[src/sv/sfe_pkg.sv]
package sfe_pkg;

   // Ring of past output frames
   localparam int RING_DEPTH = 32768;
   localparam int ADDR_W     = $clog2(RING_DEPTH);
   localparam int SEEN_W     = ADDR_W + 1;

   // Sample and gain formats
   localparam int SAMPLE_W = 16;
   localparam int FRAME_W  = 2 * SAMPLE_W;
   localparam int GAIN_W   = 16;
   localparam int Q_BITS   = 15;
   localparam logic [GAIN_W-1:0] GAIN_ONE = GAIN_W'(1 << Q_BITS);

   // Configuration register indexes
   localparam int CSR_IDX_W = 2;
   localparam logic [CSR_IDX_W-1:0] CSR_DELAY    = 2'd0;
   localparam logic [CSR_IDX_W-1:0] CSR_WET      = 2'd1;
   localparam logic [CSR_IDX_W-1:0] CSR_FEEDBACK = 2'd2;

   // One stereo frame as stored in the ring: left low, right high
   typedef struct packed {
      logic signed [SAMPLE_W-1:0] right;
      logic signed [SAMPLE_W-1:0] left;
   } frame_type;

endpackage

[src/sv/sfe_channel.sv]
module sfe_channel import sfe_pkg::*; (
   input  logic signed [SAMPLE_W-1:0] sample_in,
   input  logic signed [SAMPLE_W-1:0] delayed,
   input  logic        [GAIN_W-1:0]   wet_gain,
   input  logic        [GAIN_W-1:0]   feedback_gain,
   output logic signed [SAMPLE_W-1:0] sample_out
);

   localparam int ACC_W = 2 * (GAIN_W + 1);
   localparam logic signed [ACC_W-1:0] TRUNC_BIAS = ACC_W'((1 << Q_BITS) - 1);

   logic signed [GAIN_W:0]      x_s, y_s, wet_s, dry_s, fb_s;
   logic signed [ACC_W-1:0]     dry_prod, wet_prod, fb_prod;
   logic signed [ACC_W-1:0]     mix_sum, mix_q, fb_sum, fb_q;
   logic signed [SAMPLE_W-1:0]  mix_sat;

   // Clamp to the 16-bit sample range
   function automatic logic signed [SAMPLE_W-1:0] sat16(input logic signed [ACC_W-1:0] v);
      logic signed [ACC_W-1:0] hi, lo;
      hi = ACC_W'(32767);
      lo = -ACC_W'(32768);
      if (v > hi) begin
         sat16 = 16'sh7fff;
      end else if (v < lo) begin
         sat16 = 16'sh8000;
      end else begin
         sat16 = v[SAMPLE_W-1:0];
      end
   endfunction

   // Operands widened to 17-bit signed; gains are already clamped to one
   assign x_s   = (GAIN_W+1)'(sample_in);
   assign y_s   = (GAIN_W+1)'(delayed);
   assign wet_s = signed'({1'b0, wet_gain});
   assign dry_s = signed'({1'b0, GAIN_ONE} - {1'b0, wet_gain});
   assign fb_s  = signed'({1'b0, feedback_gain});

   // Three 17x17 multipliers side by side
   assign dry_prod = ACC_W'(x_s) * ACC_W'(dry_s);
   assign wet_prod = ACC_W'(y_s) * ACC_W'(wet_s);
   assign fb_prod  = ACC_W'(y_s) * ACC_W'(fb_s);

   // Dry/wet mix, Q15 truncated toward zero, then saturated
   assign mix_sum = dry_prod + wet_prod;
   assign mix_q   = mix_sum[ACC_W-1] ? ((mix_sum + TRUNC_BIAS) >>> Q_BITS)
                                     : (mix_sum >>> Q_BITS);
   assign mix_sat = sat16(mix_q);

   // Feedback term added at full precision, truncated and saturated again
   assign fb_sum = (ACC_W'(mix_sat) <<< Q_BITS) + fb_prod;
   assign fb_q   = fb_sum[ACC_W-1] ? ((fb_sum + TRUNC_BIAS) >>> Q_BITS)
                                   : (fb_sum >>> Q_BITS);
   assign sample_out = sat16(fb_q);

endmodule

[config.mk]
export PLATFORM = sky130hd
export DESIGN_NAME = sfe_channel
export DESIGN_NICKNAME = d
export VERILOG_FILES = /design/src/sv/sfe_pkg.sv /design/src/sv/sfe_channel.sv
export SDC_FILE = /design/constraint.sdc
export NUM_CORES = 2
export LEC_CHECK = 0
export ABC_AREA = 0
export BUFFER_PORTS_ARGS = -buffer_cell sky130_fd_sc_hd__buf_2
export CAP_MARGIN = 20
export CORE_MARGIN = 1.5
export CORE_UTILIZATION = 60
export DETAILED_ROUTE_END_ITERATION = 8
export GPL_TIMING_DRIVEN = 1
export PLACE_DENSITY = 0.81
export SLEW_MARGIN = 30
export SYNTH_ARGS = -nofsm -noshare
export SYNTH_HDL_FRONTEND = slang
export SYNTH_SLANG_ARGS = --single-unit
[constraint.sdc]
create_clock -name vclk -period 28.8
set_input_delay 4.32 -clock vclk [all_inputs]
set_output_delay 4.32 -clock vclk [all_outputs]
set_load 0.05 [all_outputs]
* Word level (Yosys, flattened, before mapping)
Index checks and enable logic that the tools add are counted.
** Cells by class
- Bitwise logic cells :: 0
- Div/mod/pow operators :: 0
- $add $sub $neg :: 5
- Eq/ne operators :: 0
- Magnitude comparators :: 4
- $mul :: 3
- Reduce and logical (&&, ||, !) cells :: 0
- Muxes and demuxes :: 6
- Shifts and indexed selects :: 0
** Operators by type and width (number)
- multiplier 16 x 17 -> 33 bit :: 3
- adder 34 x 16 -> 34 bit, second input constant :: 2
- > comparator 34 x 16 -> 1 bit, second input constant :: 2
- < comparator 34 x 16 -> 1 bit, second input constant :: 2
- 2-to-1 mux 34 bit :: 2
- 2-to-1 mux 16 bit :: 4
- adder 31 x 33 -> 34 bit :: 1
- adder 33 x 33 -> 34 bit :: 1
- subtractor 16 x 16 -> 17 bit, first input constant :: 1
** Word-level totals
- Bits in latches :: 0
- Output and inout bits :: 16
- Logic and storage cells :: 18
- Memory bits (read-only) :: 0
- RAM bits :: 0
- Bits in registers :: 0
- Input port bits :: 64
- Memories kept :: 0

* Longest topological paths before layout
- Depth after elaboration :: 14
- Depth in mapped cells :: 56
- Mapped depth without buffers :: 50

* Worst setup path before layout
OpenSTA, ideal clock, no wires.
- Kind :: input port to output port
- Start :: input wet_gain[3]
- End :: output sample_out[0]
- Stages on the path :: 52
- Setup slack :: 5.616 ns
- Required time :: 24.480 ns
- Buffers on the path :: 3
- Data arrival time :: 18.864 ns
- Cell sequence :: clkbuf_1 > or4_1 > nor3_1 > nand3_1 > nor3_1 > xnor2_1 > clkbuf_1 > nor2b_1 > fa_1 > inv_1 > fa_1 > inv_1 > fa_1 > inv_1 > fa_1 > inv_1 > fa_1 > fa_1 > (+16 left out) > inv_1 > fa_1 > fa_1 > inv_1 > fa_1 > inv_1 > fa_1 > ha_1 > a21oi_1 > o21ai_0 > a221o_1 > or2_0 > o21a_1 > o31ai_2 > nand3_1 > o41a_1 > o31a_4 > a21oi_1
** Between the ends
- Word-level cells in the longest chain between the ends :: 14
- Elaborated cells between the ends (all ways) :: 17
- Classes of those cells :: add/sub (5); mul (2); order compare (4); mux (6)
** RTL lines
- start: declaration :: line sfe_channel.sv:4 : input logic [GAIN_W-1:0] wet_gain,
- subtractor 16 x 16 -> 17 bit :: line sfe_channel.sv:35 : assign dry_s = signed'({1'b0, GAIN_ONE} - {1'b0, wet_gain});
- multiplier 16 x 17 -> 33 bit :: line sfe_channel.sv:39 : assign dry_prod = ACC_W'(x_s) * ACC_W'(dry_s);
- adder 33 x 33 -> 34 bit * :: line sfe_channel.sv:44 : assign mix_sum = dry_prod + wet_prod;
- adder 34 x 16 -> 34 bit :: line sfe_channel.sv:45 : assign mix_q = mix_sum[ACC_W-1] ? ((mix_sum + TRUNC_BIAS) >>> Q_BITS)
- 2-to-1 mux 34 bit * :: line sfe_channel.sv:45
- < comparator 34 x 16 -> 1 bit :: line sfe_channel.sv:24 : end else if (v < lo) begin
- 2-to-1 mux 16 bit :: line sfe_channel.sv:24
- 2-to-1 mux 16 bit * :: line sfe_channel.sv:22 : if (v > hi) begin
- adder 31 x 33 -> 34 bit * :: line sfe_channel.sv:50 : assign fb_sum = (ACC_W'(mix_sat) <<< Q_BITS) + fb_prod;
- adder 34 x 16 -> 34 bit :: line sfe_channel.sv:51 : assign fb_q = fb_sum[ACC_W-1] ? ((fb_sum + TRUNC_BIAS) >>> Q_BITS)
- 2-to-1 mux 34 bit * :: line sfe_channel.sv:51
- < comparator 34 x 16 -> 1 bit :: line sfe_channel.sv:24
- 2-to-1 mux 16 bit :: line sfe_channel.sv:24
- 2-to-1 mux 16 bit * :: line sfe_channel.sv:22
- end: declaration :: line sfe_channel.sv:6 : output logic signed [SAMPLE_W-1:0] sample_out
Every way passes the cells marked *; elsewhere a longest branch is shown, timed or not.

* Final worst setup path
- Start :: input wet_gain[2]
- End :: output sample_out[11]
Same word-level chain as after synthesis.

==> flow_results.org <==
** Detailed routing
- Detailed-route wire length :: 75.6 mm
- Final ANT Viol Nets :: 0
- The first TritonRoute pass finished after 5 iterations.
- Total number of vias :: between 20,000 and 25,000
- In the routed design, unresolved DRC markers number 0.
- Detail-routed net length per standard cell :: 18.0 um
- Using the TritonRoute via totals, the vias-per-cell ratio works out to 5.63.
- After the first detailed-routing iteration, the DRC count stood at 1,571.

** Die
- Die Area :: between 50,000 and 60,000 um2
- Number of cell rows :: slightly above 80
- Initial cell density of the core :: 61.1%
- I/O pin total :: 80
- The die is 232 um wide.
- In this run the vertical extent of the chip is 232 um.
- Core Box Area :: 51,700 um2

** Synth
- Of the synthesized area, sequential elements account for 0%.
- Gate count of the mapped netlist :: 3,586
- Post-Syn Area per Cell :: 8.81 um2
- When the netlist entered floorplanning its net count stood at 4,716.
- Yosys mapped the design onto 98 distinct sky130hd cell types.
- The synthesized netlist occupies a cell area of roughly 32,000 um2.
- Yosys printed 0 warnings.

** Setup path
- Data arrives at the worst endpoint at 20.15 ns.
- Type of element launching the critical path :: input pin
- For this design, the slowest cell found on the critical path is sky130_fd_sc_hd__or4_1.
- Along the worst path, the maximum fanout reaches 20.
- Crit Path Category :: in2out
- Slowest Stage Delay on Critical Path :: between 0.6 and 0.7 ns
- Counting stages on the worst path, the most repeated cell is sky130_fd_sc_hd__fa_1.
- Data required time at the worst endpoint :: 24.48 ns
- The worst setup path is captured at an output pin.

** Layout
- The sequential cells in the finished layout cover a total of 0 um2.
- Post-layout utilization of the core :: between 60% and 70%
- Total number of sequential cells :: 0
- Layout clock buffers :: 0
- From synthesis to final layout, the design area changed by 2.26%.
- The post-route netlist has 5.01% of its cells at a drive strength greater than 1.
- Commonest non-fill, non-tap cell in the layout :: sky130_fd_sc_hd__inv_1
- 0 antenna diodes ended up in the layout.
- Number of nets in the layout :: 4,643
- The layout has 4,281 filler cells.
- Summing all non-filler instances in the final layout gives an area of 32,300 um2.
- Leaving out fill and tap cells, the most frequent cells in the layout are 908 x sky130_fd_sc_hd__inv_1, 738 x sky130_fd_sc_hd__fa_1, 437 x sky130_fd_sc_hd__and2_1.

** STA
- Final hold slack :: around 10 ns
- The worst path needs 24.47 ns of the cycle, external delays included.
- Final Setup Violations :: 0
- Static timing analysis puts the maximum clock frequency at ~41 MHz.
- Count of endpoints failing hold in the final timing report :: 0
- Setup TNS :: 0 ns
- Setup repair after global routing left no endpoint under its margin.
- Worst Max-Slew Pin Slew :: 0.992 ns
- Portion of the clock cycle consumed by the worst path in the final layout :: 85.0%
- Worst slew margin relative to its limit :: 33.5%
- The number of max-slew violations in the final report was 0.

** Global routing
- In the global route stage, overall resource usage came out at 29.9%.
- The initial antenna violation count came to 0.
- Final global-route overflow total :: 0
- Global-route wire length before repair :: 129 mm
- The number of global-route vias before repair was 25,801.
- Entering global routing, the biggest net connects 36 pins.

** Job
- The tool flagged a number of max-cap violations equal to 0.

** Clock tree
- The number of hold buffers added after CTS was 0.
- After clock tree synthesis, the repair step resized 0 gates.
- Once the clock tree was built, the setup fixing pass inserted 0 buffers.

** Worst hold path
- In this run the worst hold path is classified as in2out.

** Placement
- Final weighted congestion of routability-driven global placement :: 0.946
- Quantity of I/O buffers inserted on ports :: 80
- Detail Placement HPWL :: 62.1 mm
- Total placed instance area :: 32,300 um2

** Outcome
- The run finished with clean final reports.
[metrics by stage]
| stage | setup WS (ns) | instances |
|---|---|---|
| 2_1_floorplan | 5.62 | 3586 |
| 3_3_place_gp | 4.67 | 4191 |
| 3_5_place_dp | 4.33 | 4191 |
| 4_1_cts | 4.33 | 4191 |
| 5_1_grt | 3.45 | 4191 |
| 6_report | 4.33 | 4191 |
[path summary, 6_finish.rpt]
| check | cells after the start | from | slack, ns | end |
|---|---|---|---|---|
| setup / recovery | 51 | wet_gain[2] | 4.33 | sample_out[11] |
| hold / removal | 8 | feedback_gain[0] | 10.03 | sample_out[0] |
[cell type report]
class	instances	area (um2)	area share (%)
inverters	908	3410	10.5
well taps	680	851	2.63
repair buffers	88	460	1.43
multi-input cells	2515	27600	85.4
[worst max-delay path: cells and delay by family]
kind / cells / cell delay, ns
compound gates: 16 / 4.89
fa+ha+maj: 15 / 7.07
buf+inv: 12 / 1.15
simple gates: 8 / 2.70
[cell usage after synthesis (22+ instances only)]
library cell / count / area, um2
sky130_fd_sc_hd__inv_1: 908 / 3410
sky130_fd_sc_hd__fa_1: 738 / 14800
sky130_fd_sc_hd__and2_1: 437 / 2730
sky130_fd_sc_hd__nand2_1: 366 / 1370
sky130_fd_sc_hd__ha_1: 328 / 4100
sky130_fd_sc_hd__clkbuf_1: 133 / 499
sky130_fd_sc_hd__a21oi_1: 71 / 355
sky130_fd_sc_hd__nor2_1: 70 / 263
sky130_fd_sc_hd__xnor2_1: 52 / 455
sky130_fd_sc_hd__o21ai_0: 42 / 210
sky130_fd_sc_hd__nor2b_1: 34 / 213
sky130_fd_sc_hd__xor2_1: 27 / 236
sky130_fd_sc_hd__nor3_1: 26 / 130
sky130_fd_sc_hd__nand2b_1: 25 / 156
sky130_fd_sc_hd__nand3_1: 22 / 110
[kinds of logic after synthesis]
group / Yosys count / share of synthesized area (%)
muxes: 9 / 0.297
and+or+nand+nor: 1072 / 18.0
AOI/OAI and AO/OA: 286 / 6.71
xor gates and xnor gates: 82 / 2.34
buffers and inverters: 1071 / 12.9
adders and majority gates: 1066 / 59.7
[layer usage]
| metal | vias up | track usage (%) | part of all wire [%] |
|---|---|---|---|
| li1 | 10514 | - | - |
| met1 | 12023 | 40.7 | 41 |
| met2 | 907 | 51.5 | 49 |
| met3 | 162 | 2.66 | 6.8 |
| met4 | 0 | 7.64 | 2.9 |
| met5 | - | 0 | 0 |
Power is not shown: default switching activity piles up to over one toggle a cycle in this logic, so the estimate is an artifact.
